`config.mk`:
```
export PLATFORM = sky130hd
export DESIGN_NAME = line_projection_extent_unit
export DESIGN_NICKNAME = d
export VERILOG_FILES = /design/src/rtl/lpe_pkg.sv /design/src/rtl/lpe_datapath.sv /design/src/rtl/lpe_ctrl.sv /design/src/rtl/line_projection_extent_unit.sv
export VERILOG_INCLUDE_DIRS = /design/src /design/src/rtl
export SDC_FILE = /design/constraint.sdc
export NUM_CORES = 2
export LEC_CHECK = 0
export BUFFER_PORTS_ARGS = -buffer_cell sky130_fd_sc_hd__buf_2
export CAP_MARGIN = 20
export CORE_ASPECT_RATIO = 1.25
export CORE_UTILIZATION = 33
export CTS_CLUSTER_DIAMETER = 200
export DETAILED_ROUTE_END_ITERATION = 12
export GPL_ROUTABILITY_DRIVEN = 0
export GPL_TIMING_DRIVEN = 0
export SLEW_MARGIN = 15
export SYNTH_ARGS = -nofsm -noshare
export SYNTH_HDL_FRONTEND = slang
export SYNTH_SLANG_ARGS = --single-unit
```
`constraint.sdc`:
```
create_clock -name aclk -period 36.8 [get_ports aclk]
set_input_delay 7.36 -clock aclk [delete_from_list [all_inputs] [get_ports aclk]]
set_output_delay 7.36 -clock aclk [all_outputs]
set_load 0.05 [all_outputs]
```
`src/rtl/line_projection_extent_unit_macros.svh`:
```
// assertion helpers shared by the line projection extent modules
// each expects aclk and aresetn in the scope where it is used
`ifndef LINE_PROJECTION_EXTENT_UNIT_MACROS_SVH
`define LINE_PROJECTION_EXTENT_UNIT_MACROS_SVH

// condition holds in the same cycle as the trigger
`define LPE_ASSERT_IMP(lbl, trig, cond) \
    lbl: assert property (@(posedge aclk) disable iff (!aresetn) (trig) |-> (cond)) \
        else $error("lpe: same-cycle check failed");

// condition holds in the cycle after the trigger
`define LPE_ASSERT_NEXT(lbl, trig, cond) \
    lbl: assert property (@(posedge aclk) disable iff (!aresetn) (trig) |=> (cond)) \
        else $error("lpe: next-cycle check failed");

`endif

```
`src/rtl/lpe_pkg.sv`:
```
package lpe_pkg;

    localparam int REG_IDX_W = 3;

    typedef enum logic [REG_IDX_W-1:0] {
        REG_BASE_X = 3'd0,
        REG_BASE_Y = 3'd1,
        REG_BASE_Z = 3'd2,
        REG_DIR_X  = 3'd3,
        REG_DIR_Y  = 3'd4,
        REG_DIR_Z  = 3'd5
    } reg_idx_t;

    typedef enum logic [1:0] {
        AXIS_X = 2'd0,
        AXIS_Y = 2'd1,
        AXIS_Z = 2'd2
    } axis_t;

    typedef enum logic [3:0] {
        OP_NONE     = 4'd0,
        OP_LOAD_PT  = 4'd1,
        OP_T_MAC    = 4'd2,
        OP_N_MAC    = 4'd3,
        OP_T_UPD    = 4'd4,
        OP_P_SEL    = 4'd5,
        OP_P_MLO    = 4'd6,
        OP_P_MHI    = 4'd7,
        OP_P_DSTEP  = 4'd8,
        OP_P_FIN    = 4'd9,
        OP_OUT_LOAD = 4'd10
    } dp_op_t;

    typedef struct packed {
        dp_op_t op;
        axis_t  axis;
        logic   use_end;
        logic   acc_clr;
    } dp_cmd_t;

    typedef struct packed {
        logic pt_last;
    } dp_status_t;

endpackage

```
`src/rtl/lpe_datapath.sv`:
```
module lpe_datapath #(
    parameter int COORD_BITS = 24
) (
    input  logic                          aclk,
    input  logic                          aresetn,
    input  logic                          cfg_wr_en,
    input  logic [lpe_pkg::REG_IDX_W-1:0] cfg_index,
    input  logic [COORD_BITS-1:0]         cfg_wdata,
    input  logic [COORD_BITS-1:0]         pt_x,
    input  logic [COORD_BITS-1:0]         pt_y,
    input  logic [COORD_BITS-1:0]         pt_z,
    input  logic                          pt_last,
    input  lpe_pkg::dp_cmd_t              cmd,
    output lpe_pkg::dp_status_t           status,
    output logic [9*COORD_BITS-1:0]       out_data
);
    import lpe_pkg::*;

    localparam int C   = COORD_BITS;
    localparam int MW  = C + 3;          // shared multiplier operand width
    localparam int PW  = 2 * MW;
    localparam int H   = C + 1;          // low split of |t|
    localparam int TMW = 2 * C + 3;      // |t| width
    localparam int SW  = 2 * C + 4;      // extent state width
    localparam int NW  = 3 * C + 3;      // numerator / quotient width
    localparam int RW  = 2 * C;          // norm and remainder width

    localparam logic signed [SW-1:0]  T_MAX  = {1'b0, {(SW-1){1'b1}}};
    localparam logic signed [SW-1:0]  T_MIN  = {1'b1, {(SW-1){1'b0}}};
    localparam logic signed [C+1:0]   SAT_HI = {3'b000, {(C-1){1'b1}}};
    localparam logic signed [C+1:0]   SAT_LO = {3'b111, {(C-1){1'b0}}};
    localparam logic [C:0]            Q_CLAMP = {1'b1, {C{1'b0}}};

    logic signed [C-1:0]  base_reg [3];
    logic signed [C-1:0]  dir_reg  [3];
    logic signed [C-1:0]  pt_reg   [3];
    logic                 last_reg;

    logic signed [MW-1:0] mul_a;
    logic signed [MW-1:0] mul_b;
    logic signed [C:0]    pt_diff;
    logic signed [PW-1:0] prod_reg;
    logic                 mac_pend_reg;
    logic                 mac_clr_reg;
    logic                 mac_shift_reg;
    logic                 mac_norm_reg;
    logic signed [NW-1:0] addend;
    logic signed [NW-1:0] acc_reg;
    logic [RW-1:0]        norm_reg;

    logic signed [SW-1:0] t_val;
    logic signed [SW-1:0] lowest_reg;
    logic signed [SW-1:0] highest_reg;
    logic signed [SW-1:0] t_sel;
    logic signed [SW-1:0] t_abs;
    logic [C-1:0]         d_abs;
    logic [TMW-1:0]       tmag_reg;
    logic                 tsign_reg;
    logic [C-1:0]         dmag_reg;
    logic                 dsign_reg;

    logic [RW:0]          rsh;
    logic [RW:0]          rdiff;
    logic                 div_ge;
    logic [RW-1:0]        rem_reg;
    logic [RW-1:0]        rem_next;

    logic                 q_big;
    logic                 q_rnd;
    logic [C:0]           q_clamped;
    logic signed [C+1:0]  off_pos;
    logic signed [C+1:0]  off_val;
    logic signed [C+1:0]  proj_sum;
    logic signed [C-1:0]  proj_val;
    logic signed [C-1:0]  res_reg [2][3];

    logic signed [C:0]    mid_sum [3];
    logic [9*C-1:0]       out_next;
    logic [9*C-1:0]       out_data_reg;

    // configuration registers
    always_ff @(posedge aclk) begin
        if (!aresetn) begin
            for (int i = 0; i < 3; i++) begin
                base_reg[i] <= '0;
                dir_reg[i]  <= '0;
            end
        end else if (cfg_wr_en) begin
            unique case (cfg_index)
                REG_BASE_X: base_reg[0] <= cfg_wdata;
                REG_BASE_Y: base_reg[1] <= cfg_wdata;
                REG_BASE_Z: base_reg[2] <= cfg_wdata;
                REG_DIR_X:  dir_reg[0]  <= cfg_wdata;
                REG_DIR_Y:  dir_reg[1]  <= cfg_wdata;
                REG_DIR_Z:  dir_reg[2]  <= cfg_wdata;
                default: ;
            endcase
        end
    end

    always_ff @(posedge aclk) begin
        if (cmd.op == OP_LOAD_PT) begin
            pt_reg[0] <= pt_x;
            pt_reg[1] <= pt_y;
            pt_reg[2] <= pt_z;
            last_reg  <= pt_last;
        end
    end

    assign status.pt_last = last_reg;

    // shared multiplier operand select
    assign pt_diff = (C+1)'(pt_reg[cmd.axis]) - (C+1)'(base_reg[cmd.axis]);

    always_comb begin
        mul_a = '0;
        mul_b = '0;
        unique case (cmd.op)
            OP_T_MAC: begin
                mul_a = MW'(pt_diff);
                mul_b = MW'(dir_reg[cmd.axis]);
            end
            OP_N_MAC: begin
                mul_a = MW'(dir_reg[cmd.axis]);
                mul_b = MW'(dir_reg[cmd.axis]);
            end
            OP_P_MLO: begin
                mul_a = MW'(dmag_reg);
                mul_b = MW'(tmag_reg[H-1:0]);
            end
            OP_P_MHI: begin
                mul_a = MW'(dmag_reg);
                mul_b = MW'(tmag_reg[TMW-1:H]);
            end
            default: ;
        endcase
    end

    always_ff @(posedge aclk) begin
        prod_reg <= mul_a * mul_b;
    end

    // product lands in an accumulator in the cycle after the multiply
    always_ff @(posedge aclk) begin
        if (!aresetn) begin
            mac_pend_reg <= 1'b0;
        end else begin
            mac_pend_reg <= (cmd.op == OP_T_MAC) || (cmd.op == OP_N_MAC) ||
                            (cmd.op == OP_P_MLO) || (cmd.op == OP_P_MHI);
        end
    end

    always_ff @(posedge aclk) begin
        mac_clr_reg   <= cmd.acc_clr;
        mac_shift_reg <= (cmd.op == OP_P_MHI);
        mac_norm_reg  <= (cmd.op == OP_N_MAC);
    end

    always_comb begin
        addend = NW'(prod_reg);
        if (mac_shift_reg) begin
            addend = addend <<< H;
        end
    end

    // restoring division step, quotient bits shift into the numerator
    assign rsh      = {rem_reg, acc_reg[NW-1]};
    assign rdiff    = rsh - {1'b0, norm_reg};
    assign div_ge   = rsh >= {1'b0, norm_reg};
    assign rem_next = div_ge ? rdiff[RW-1:0] : rsh[RW-1:0];

    always_ff @(posedge aclk) begin
        if (mac_pend_reg && !mac_norm_reg) begin
            acc_reg <= (mac_clr_reg ? '0 : acc_reg) + addend;
        end else if (cmd.op == OP_P_DSTEP) begin
            acc_reg <= {acc_reg[NW-2:0], div_ge};
        end
    end

    always_ff @(posedge aclk) begin
        if (mac_pend_reg && mac_norm_reg) begin
            norm_reg <= (mac_clr_reg ? '0 : norm_reg) + prod_reg[RW-1:0];
        end
    end

    always_ff @(posedge aclk) begin
        if (cmd.op == OP_P_SEL) begin
            rem_reg <= '0;
        end else if (cmd.op == OP_P_DSTEP) begin
            rem_reg <= rem_next;
        end
    end

    // extent tracking
    assign t_val = acc_reg[SW-1:0];

    always_ff @(posedge aclk) begin
        if (!aresetn) begin
            lowest_reg  <= T_MAX;
            highest_reg <= T_MIN;
        end else if (cmd.op == OP_T_UPD) begin
            if (t_val <= lowest_reg) begin
                lowest_reg <= t_val;
            end
            if (t_val >= highest_reg) begin
                highest_reg <= t_val;
            end
        end else if (cmd.op == OP_OUT_LOAD) begin
            lowest_reg  <= T_MAX;
            highest_reg <= T_MIN;
        end
    end

    // magnitudes and signs for one projection
    assign t_sel = cmd.use_end ? highest_reg : lowest_reg;
    assign t_abs = t_sel[SW-1] ? -t_sel : t_sel;
    assign d_abs = dir_reg[cmd.axis][C-1] ? C'(-dir_reg[cmd.axis]) : dir_reg[cmd.axis];

    always_ff @(posedge aclk) begin
        if (cmd.op == OP_P_SEL) begin
            tmag_reg  <= t_abs[TMW-1:0];
            tsign_reg <= t_sel[SW-1];
            dmag_reg  <= d_abs;
            dsign_reg <= dir_reg[cmd.axis][C-1];
        end
    end

    // round half away from zero, clamp, add base, saturate
    assign q_big     = |acc_reg[NW-1:C];
    assign q_rnd     = {rem_reg, 1'b0} >= {1'b0, norm_reg};
    assign q_clamped = q_big ? Q_CLAMP : {1'b0, acc_reg[C-1:0]} + (C+1)'(q_rnd);
    assign off_pos   = signed'({1'b0, q_clamped});
    assign off_val   = (dsign_reg ^ tsign_reg) ? -off_pos : off_pos;
    assign proj_sum  = (C+2)'(base_reg[cmd.axis]) + off_val;

    always_comb begin
        if (norm_reg == '0) begin
            proj_val = base_reg[cmd.axis];
        end else if (proj_sum > SAT_HI) begin
            proj_val = SAT_HI[C-1:0];
        end else if (proj_sum < SAT_LO) begin
            proj_val = SAT_LO[C-1:0];
        end else begin
            proj_val = proj_sum[C-1:0];
        end
    end

    always_ff @(posedge aclk) begin
        if (cmd.op == OP_P_FIN) begin
            res_reg[cmd.use_end][cmd.axis] <= proj_val;
        end
    end

    // output stage: start, end, floor midpoint
    always_comb begin
        for (int i = 0; i < 3; i++) begin
            mid_sum[i] = (C+1)'(res_reg[0][i]) + (C+1)'(res_reg[1][i]);
            out_next[i*C +: C]     = res_reg[0][i];
            out_next[(3+i)*C +: C] = res_reg[1][i];
            out_next[(6+i)*C +: C] = mid_sum[i][C:1];
        end
    end

    always_ff @(posedge aclk) begin
        if (cmd.op == OP_OUT_LOAD) begin
            out_data_reg <= out_next;
        end
    end

    assign out_data = out_data_reg;

`include "line_projection_extent_unit_macros.svh"

    `LPE_ASSERT_NEXT(a_extent_cleared, cmd.op == OP_OUT_LOAD, (lowest_reg == T_MAX) && (highest_reg == T_MIN))

endmodule

```
`src/rtl/lpe_ctrl.sv`:
```
module lpe_ctrl #(
    parameter int COORD_BITS = 24
) (
    input  logic                aclk,
    input  logic                aresetn,
    input  logic                s_tvalid,
    output logic                s_tready,
    output logic                m_tvalid,
    input  logic                m_tready,
    input  lpe_pkg::dp_status_t status,
    output lpe_pkg::dp_cmd_t    cmd
);
    import lpe_pkg::*;

    localparam int NUM_W = 3 * COORD_BITS + 3;
    localparam int CNT_W = $clog2(NUM_W);
    localparam logic [CNT_W-1:0] DIV_LAST = CNT_W'(NUM_W - 1);

    typedef enum logic [11:0] {
        S_IDLE  = 12'b000000000001,
        S_TMUL  = 12'b000000000010,
        S_TWAIT = 12'b000000000100,
        S_TUPD  = 12'b000000001000,
        S_NMUL  = 12'b000000010000,
        S_PSEL  = 12'b000000100000,
        S_PLO   = 12'b000001000000,
        S_PHI   = 12'b000010000000,
        S_PWAIT = 12'b000100000000,
        S_PDIV  = 12'b001000000000,
        S_PFIN  = 12'b010000000000,
        S_OUT   = 12'b100000000000
    } state_t;

    state_t           state_reg, state_next;
    axis_t            axis_reg, axis_next;
    logic             end_reg, end_next;
    logic [CNT_W-1:0] cnt_reg, cnt_next;
    logic             out_valid_reg, out_valid_next;
    logic             out_free;
    logic             out_load;

    assign out_free = !out_valid_reg || m_tready;

    always_comb begin
        state_next  = state_reg;
        axis_next   = axis_reg;
        end_next    = end_reg;
        cnt_next    = cnt_reg;
        out_load    = 1'b0;
        cmd.op      = OP_NONE;
        cmd.axis    = axis_reg;
        cmd.use_end = end_reg;
        cmd.acc_clr = 1'b0;
        unique case (state_reg)
            S_IDLE: begin
                if (s_tvalid) begin
                    cmd.op     = OP_LOAD_PT;
                    axis_next  = AXIS_X;
                    state_next = S_TMUL;
                end
            end
            S_TMUL: begin
                cmd.op      = OP_T_MAC;
                cmd.acc_clr = (axis_reg == AXIS_X);
                if (axis_reg == AXIS_Z) begin
                    axis_next  = AXIS_X;
                    state_next = S_TWAIT;
                end else begin
                    axis_next = axis_t'(axis_reg + 2'd1);
                end
            end
            S_TWAIT: state_next = S_TUPD;
            S_TUPD: begin
                cmd.op     = OP_T_UPD;
                state_next = status.pt_last ? S_NMUL : S_IDLE;
            end
            S_NMUL: begin
                cmd.op      = OP_N_MAC;
                cmd.acc_clr = (axis_reg == AXIS_X);
                if (axis_reg == AXIS_Z) begin
                    axis_next  = AXIS_X;
                    end_next   = 1'b0;
                    state_next = S_PSEL;
                end else begin
                    axis_next = axis_t'(axis_reg + 2'd1);
                end
            end
            S_PSEL: begin
                cmd.op     = OP_P_SEL;
                state_next = S_PLO;
            end
            S_PLO: begin
                cmd.op      = OP_P_MLO;
                cmd.acc_clr = 1'b1;
                state_next  = S_PHI;
            end
            S_PHI: begin
                cmd.op     = OP_P_MHI;
                state_next = S_PWAIT;
            end
            S_PWAIT: begin
                cnt_next   = '0;
                state_next = S_PDIV;
            end
            S_PDIV: begin
                cmd.op   = OP_P_DSTEP;
                cnt_next = cnt_reg + 1'b1;
                if (cnt_reg == DIV_LAST) begin
                    state_next = S_PFIN;
                end
            end
            S_PFIN: begin
                cmd.op = OP_P_FIN;
                if (axis_reg == AXIS_Z) begin
                    axis_next = AXIS_X;
                    if (end_reg) begin
                        state_next = S_OUT;
                    end else begin
                        end_next   = 1'b1;
                        state_next = S_PSEL;
                    end
                end else begin
                    axis_next  = axis_t'(axis_reg + 2'd1);
                    state_next = S_PSEL;
                end
            end
            S_OUT: begin
                // hold the finished projections until the output register frees up
                if (out_free) begin
                    cmd.op     = OP_OUT_LOAD;
                    out_load   = 1'b1;
                    state_next = S_IDLE;
                end
            end
            default: state_next = S_IDLE;
        endcase
    end

    assign out_valid_next = out_load ? 1'b1 : (m_tready ? 1'b0 : out_valid_reg);

    always_ff @(posedge aclk) begin
        if (!aresetn) begin
            state_reg     <= S_IDLE;
            axis_reg      <= AXIS_X;
            end_reg       <= 1'b0;
            cnt_reg       <= '0;
            out_valid_reg <= 1'b0;
        end else begin
            state_reg     <= state_next;
            axis_reg      <= axis_next;
            end_reg       <= end_next;
            cnt_reg       <= cnt_next;
            out_valid_reg <= out_valid_next;
        end
    end

    assign s_tready = (state_reg == S_IDLE);
    assign m_tvalid = out_valid_reg;

`include "line_projection_extent_unit_macros.svh"

    `LPE_ASSERT_NEXT(a_out_hold, (state_reg == S_OUT) && out_valid_reg && !m_tready, state_reg == S_OUT)
    `LPE_ASSERT_NEXT(a_out_valid_set, out_load, out_valid_reg)
    `LPE_ASSERT_NEXT(a_div_done, (state_reg == S_PDIV) && (cnt_reg == DIV_LAST), state_reg == S_PFIN)
    `LPE_ASSERT_IMP(a_proj_axis, state_reg == S_PFIN, (axis_reg == AXIS_X) || (axis_reg == AXIS_Y) || (axis_reg == AXIS_Z))

endmodule

```
`src/rtl/line_projection_extent_unit.sv`:
```
// channel   | dir | group                    | contents
// ----------+-----+--------------------------+------------------------------------------
// points    | in  | s_tvalid/s_tready/s_tdata | px, py, pz; s_tlast marks last point
// extent    | out | m_tvalid/m_tready/m_tdata | start, end, midpoint of the projection
// config    | in  | cfg_wr_en/cfg_index       | base_x..z, dir_x..z, one per write
//
// a point runs through accept, three products on the shared multiplier, sum, compare
// the last point adds 3 norm products and 6 projections, each worked out by the
// bit-serial restoring divider, then a load of the output register
// a waiting result does not block accepting points; a new cloud end waits for m_tready
// aresetn is synchronous, active low; it clears the config to zero and the extent state
module line_projection_extent_unit #(
    parameter int COORD_BITS = 24
) (
    input  logic                          aclk,
    input  logic                          aresetn,
    input  logic                          cfg_wr_en,
    input  logic [lpe_pkg::REG_IDX_W-1:0] cfg_index,
    input  logic [COORD_BITS-1:0]         cfg_wdata,
    input  logic                          s_tvalid,
    output logic                          s_tready,
    // px, py, pz from the lowest bit up, zero padded to bytes
    input  logic [((3*COORD_BITS+7)/8)*8-1:0] s_tdata,
    input  logic                          s_tlast,
    output logic                          m_tvalid,
    input  logic                          m_tready,
    // start_x, start_y, start_z, end_x, end_y, end_z, mid_x, mid_y, mid_z, lowest first
    output logic [((9*COORD_BITS+7)/8)*8-1:0] m_tdata
);
    import lpe_pkg::*;

    localparam int C     = COORD_BITS;
    localparam int OUT_W = ((9*C+7)/8)*8;

    dp_cmd_t        cmd;
    dp_status_t     status;
    logic [9*C-1:0] out_data;

    lpe_ctrl #(
        .COORD_BITS(COORD_BITS)
    ) u_ctrl (
        .aclk     (aclk),
        .aresetn  (aresetn),
        .s_tvalid (s_tvalid),
        .s_tready (s_tready),
        .m_tvalid (m_tvalid),
        .m_tready (m_tready),
        .status   (status),
        .cmd      (cmd)
    );

    lpe_datapath #(
        .COORD_BITS(COORD_BITS)
    ) u_datapath (
        .aclk      (aclk),
        .aresetn   (aresetn),
        .cfg_wr_en (cfg_wr_en),
        .cfg_index (cfg_index),
        .cfg_wdata (cfg_wdata),
        .pt_x      (s_tdata[C-1:0]),
        .pt_y      (s_tdata[2*C-1:C]),
        .pt_z      (s_tdata[3*C-1:2*C]),
        .pt_last   (s_tlast),
        .cmd       (cmd),
        .status    (status),
        .out_data  (out_data)
    );

    assign m_tdata = OUT_W'(out_data);

endmodule

```
# [After elaboration in Yosys (flattened, before gate mapping)]
# Memories as Yosys holds them, arrays and structs flattened. A register that Yosys moved wholly into a read port is not among the register bits.
# Cells that the tools add are included.
[word_totals] mem_count=4 input_bits=105 reg_bits=650 mem_bits_rw=360
[mem_list] memory="u_datapath.res_reg" words=2 width=72 rd=2 rd_clocked_by_memory_dff=0 wr=1 line="lpe_datapath.sv:75" text="logic signed [C-1:0] res_reg [2][3];"
[mem_list] memory="u_datapath.base_reg" words=3 width=24 rd=1 rd_clocked_by_memory_dff=1 wr=3 line="lpe_datapath.sv:34" text="logic signed [C-1:0] base_reg [3];"
[mem_list] memory="u_datapath.dir_reg" words=3 width=24 rd=1 rd_clocked_by_memory_dff=1 wr=3 line="lpe_datapath.sv:35" text="logic signed [C-1:0] dir_reg [3];"
[mem_list] memory="u_datapath.pt_reg" words=3 width=24 rd=1 rd_clocked_by_memory_dff=1 wr=3 line="lpe_datapath.sv:36" text="logic signed [C-1:0] pt_reg [3];"
[op_classes] mux=89 reduce_logical=28 eq_ne=37 addsub=14 order_cmp=8 multipliers=1 bitwise=8
[op_table] operator="52-bit 2-to-1 mux" count=7
[op_table] operator="75-bit 2-to-1 mux" count=4
[op_table] operator="24-bit 2-to-1 mux" count=10
[op_table] operator="27-bit case mux with 3 select lines" count=2
[op_table] operator="12-bit case mux with 12 select lines" count=1
[op_table] operator="49-bit by 48-bit >= comparator with 1-bit output" count=2
[op_table] operator="48-bit 2-to-1 mux" count=2
[op_table] operator="12-bit 2-to-1 mux" count=7
[op_table] operator="24-bit by 24-bit adder with 25-bit output" count=3
[op_table] operator="75-bit adder" count=1
[op_table] operator="72-bit 2-to-1 mux" count=1
[op_table] operator="27-bit by 27-bit multiplier with 54-bit output" count=1
[op_table] operator="52-bit >= comparator" count=1
[op_table] operator="52-bit <= comparator" count=1
[op_table] operator="51-bit 2-to-1 mux" count=1
[op_table] operator="51-bit negation" count=1
[op_table] operator="51-bit OR reduction" count=1
[op_table] operator="48-bit adder" count=1
[op_table] operator="24-bit demux with 2-bit select" count=1
[op_table] operator="48-bit logical NOT" count=1
[op_table] operator="48-bit subtractor" count=1
[op_table] operator="4-bit case mux with 10 select lines" count=1
[op_table] operator="1-bit 2-to-1 mux" count=35
[op_table] operator="24-bit by 26-bit adder with 26-bit output" count=1
[op_table] operator="56 further kinds" count=98

# [Depth between registers and ports, before layout]
[depth] depth_word=10 depth_mapped=50 mapped_depth_nobuf=44

# [Modules after synthesis]
# Synthesis repeated with hierarchy kept, for this count alone.
[unflattened] cells_unflattened=8434 hier_area_um2=82673.0
[by_module_without_submodules] mod="lpe_datapath" area_per_inst_um2=81245.4 n_inst=1 seq_area_each_um2=27536.4 cells_per_inst=8255
[by_module_without_submodules] mod="lpe_ctrl" area_per_inst_um2=1427.6 n_inst=1 seq_area_each_um2=460.4 cells_per_inst=179

# [Worst setup path before layout]
# OpenSTA, ideal clock, no wires.
[synth_path] kind="input-to-reg" startpoint="in s_tvalid" endpoint="reg u_datapath.prod_reg[53]" stages=30 arrival_ns=17.034 required_time_ns=36.728 setup_time_ns=0.072 setup_slack_ns=19.694 path_cell_list="and2_1 nor3_1 a31oi_1 o21bai_1 clkbuf_1 nand2_1 fa_1 inv_1 fa_1 inv_1 fa_1 inv_1 ha_1 inv_1 fa_1 inv_1 fa_1 inv_1 fa_1 inv_1 ha_1 a21oi_1 nand2b_1 nand2_1 a221o_1 a221o_1 a211oi_1 o31ai_1 a21oi_1 xnor2_1"
[synth_between] elab_chain_cells=6
[synth_rtl] element="start, declared" line="line_projection_extent_unit.sv:20" text="input logic s_tvalid,"
[synth_rtl] element="1-bit 2-to-1 mux *" line="lpe_ctrl.sv:56" text="if (s_tvalid) begin"
[synth_rtl] element="4-bit case mux with 10 select lines *" line="lpe_ctrl.sv:54" text="unique case (state_reg)"
[synth_rtl] element="4-bit by 3-bit equality test with 1-bit output / 4-bit by 2-bit equality test with 1-bit output (equally long branches)" line="lpe_datapath.sv:118" text="unique case (cmd.op)"
[synth_rtl] element="2-bit OR reduction (no line)"
[synth_rtl] element="27-bit case mux with 3 select lines" line="lpe_datapath.sv:118"
[synth_rtl] element="27-bit by 27-bit multiplier with 54-bit output *" line="lpe_datapath.sv:140" text="prod_reg <= mul_a * mul_b;"
[synth_rtl] element="end signal, assigned" line="lpe_datapath.sv:140"
[synth_rtl] element="end, declared" line="lpe_datapath.sv:42" text="logic signed [PW-1:0] prod_reg;"
# Mark *: on every way between the ends. The rest lies on a longest branch, timed or not.
# A chain may end at the register's enable or synchronous reset.

# [Final worst setup path]
[layout_path] startpoint="in s_tvalid" endpoint="reg u_datapath.prod_reg[52]"
# Same word-level chain as after synthesis.

==> impl_metrics.csv <==
group,metric,value,unit
pwr,vdd_drop_max,0.03998,mV
pwr,p_clk_share,30.4,%
pwr,power,0.003522,W
pwr,powerDensity,37.89,nW/µm²
cts,cts_setup_buffers,0,
flow_run,maxCapViolCount,0,
run_status,status,"finished clean",
synth,synth_top_area_share,28.18,%
drt,viasPerCell,5.293,
critical_path,required,37.35,ns
cts,cts-root-buf,"clkbuf_16",
sta,tightest_slew,1.387,ns
cts,cts.clk_slew.worst_paths,0.07,ns
layout,final_util,37.25,%
floorplan,initial_utilization,33.18,%
floorplan,io_pins,323,
synth,synth_cells,8513,
global_routing,grt_max_degree,115,
synth,avgSynthCellArea,9.727,µm²
layout,drive_gt1_share,8.055,%
placed_design,dp_slack,18.40,ns
pwr,p_leak,40.57,nW
hold_path,min_path_type,"flip-flop to flip-flop",
pwr,cellInternalPower,0.002258,W
drt,drt-total-wl,279800,µm
sta,max_freq,0.05679,GHz
sta,period_minus_slack,17.61,ns
synth,yosysSeqAreaShare,33.86,%
synth,synth_edf_count,777,
synth,synth_common_cells,"inv_1 (1135), nand2_1 (954), edfxtp_1 (777)",
sta,setup_viol,0,
synth,yosysMostFrequentCell,"inv_1",
cts,cts.hold.buffers_added,0,
global_routing,antenna_found_initial,16,
pwr,p_seq_share,39.2,%
critical_path,crit_slowest_cell,"ha_1",
pwr,comb_power_share,30.4,%
cts,clock_latency,0.76,ns
critical_path,critPathMaxStageDelay,0.89,ns
critical_path,critPathLaunchType,"input port",
layout,layout-area-overhead-vs-synth,12.28,%
sta,hold_viol,0,
sta,timing.final.crit_share,47.85,%
synth,yosys_warnings,0,
cts,cts_made_buffers,100,
cts,htreeDepth,3,
critical_path,critPathKind,"input port to flip-flop",
pwr,switchingPower,0.001264,W
synth,yosys-top-cells-area,"edfxtp_1 (28%), fa_1 (18%), ha_1 (8.4%)",
sta,fin_skew,0.09577,ns
global_routing,grt_pass1_wl,417800,µm
critical_path,cp_max_fo,20,
drt,wire_per_inst,22.57,µm
critical_path,cp_common_cell,"inv_1",
placed_design,port_buffers,322,
synth,synth_fp_nets,9903,
placed_design,dp_hpwl,230100,µm
synth,ys.flop_type,"edfxtp_1",
cts,cts_tree,"done",
placed_design,placedInstanceArea,89490,µm²
drt,dr_total_vias,65600,
floorplan,chipHeight,562.0,µm
drt,drc,0,
global_routing,overflow,0,
sta,rsz0062_at_grt,"false",
drt,drt_iter0_drc,5658,
critical_path,end_kind,"flip-flop",
synth,synth.cell_area,82800,µm²
floorplan,die-area,252900,µm²
global_routing,grt_pass1_vias,67020,
layout,nets,10380,
layout,postLayoutCellArea,92970,µm²
synth,synth_cell_types,95,
critical_path,worstPathArrival,18.16,ns
global_routing,grt_util_all_layers,21.77,%
layout,largest_register_ffs,216,
cts,cts-resized-gates,0,
sta,fin_ws,19.19,ns
drt,postRouteAntennaNets,0,
floorplan,num_rows,205,
sta,worst_slew_margin_rel,7.503,%
floorplan,core_area,249600,µm²
cts,cts.sinks,1012,
synth,synthArstFlopShare,0,%
pwr,p_sw_share,35.88,%
cts,clockBufferDepth,3,
drt,drt_first_pass_iters,6,
sta,slew_viol_final,0,
synth,synth_seq_cells,1012,
sta,fin_setup_tns,0,ns
floorplan,chipWidth,450.0,µm
synth,synth_top_area_cell,"edfxtp_1",
==> through the flow <==
stage,hold WS [ns],std cells
global route,0.4437,12390
finish,0.4314,12400
global placement,0.4325,12150
CTS,0.4230,12380
detailed placement,0.4379,12200
floorplan,0.4307,8513
==> cells by family (layout without fill, tap and decap cells) <==
family | Yosys count | count (layout) | synth area share (%)
AO/OA/AOI/OAI | 1613 | 1613 | 12.42
XOR/XNOR | 407 | 407 | 4.323
adder cells (fa/ha/maj) | 1285 | 1285 | 26.05
buffers and inverters | 1488 | 2050 | 6.850
flip-flops | 1012 | 1012 | 33.86
multiplexers | 218 | 218 | 2.682
other | 0 | 8 | 0
AND/OR/NAND/NOR | 2490 | 2490 | 13.81
==> worst max-delay path, delay by kind of cell <==
kind	cells	cell delay, ns
AND/OR/NAND/NOR	7	1.55
AO/OA/AOI/OAI	6	2.24
XOR/XNOR	1	0.29
adder cells (fa/ha/maj)	8	4.93
buffers and inverters	9	1.75
==> final cells by class <==
cell class	instances	area [µm²]
inverter	1136	4272
buffer	352	1413
fill	24700	156600
clock buffer	128	2734
timing repair buffer	378	2271
clock inverter	56	695.7
antenna	8	20.02
sequential	1012	28040
multi-input combinational	6013	49380
tap	3312	4144
==> power by group through the flow <==
| stage | registers, W | clock network, W | logic [W] |
|---|---|---|---|
| floorplan | 0.00136 | 0 | 0.000699 |
| global placement | 0.00141 | 0 | 0.00101 |
| detailed placement | 0.00140 | 0 | 0.00104 |
| CTS | 0.00138 | 0.00109 | 0.00105 |
| global route | 0.00138 | 0.00113 | 0.00116 |
| finish | 0.00138 | 0.00107 | 0.00107 |
==> cells in the final DEF (no fill, tap or decap), types with 47 or more instances in the layout <==
cell type	n
inv_1	1133
nand2_1	953
edfxtp_1	777
fa_1	732
nor2_1	614
ha_1	553
a21oi_1	473
buf_2	367
o21ai_0	357
clkbuf_1	289
xnor2_1	258
dfxtp_1	235
a21o_1	218
mux2i_1	187
nor3_1	177
nor2b_1	154
xor2_1	147
nand3_1	142
and2_1	110
clkbuf_16	104
a211oi_1	67
nand4_1	67
nand2b_1	59
o21a_1	59
a31oi_1	59
and3_1	50
o21bai_1	47
==> path summary, 6_finish.rpt <==
check / start / to / slack, ns / depth (start not counted)
hold reg to reg: u_datapath.res_reg[1][31] / u_datapath.out_data[103] / 0.43 / 0
setup / recovery: s_tvalid / u_datapath.prod_reg[52] / 19.19 / 31
hold / removal: u_datapath.res_reg[1][31] / u_datapath.out_data[103] / 0.43 / 0
setup reg to reg: flip-flop / u_datapath.prod_reg[52] / 20.50 / 44
==> routing by layer <==
layer  wire length, µm  vias to the layer above  GRT usage (%)
met2            131400                     2912          36.48
met5                46                        -              0
met4             24480                        8          15.86
met1            103600                    32070          25.02
met3             20200                      833          3.769
li1                  -                    29780              -
Note: power is estimated with default switching activity, not from simulation.
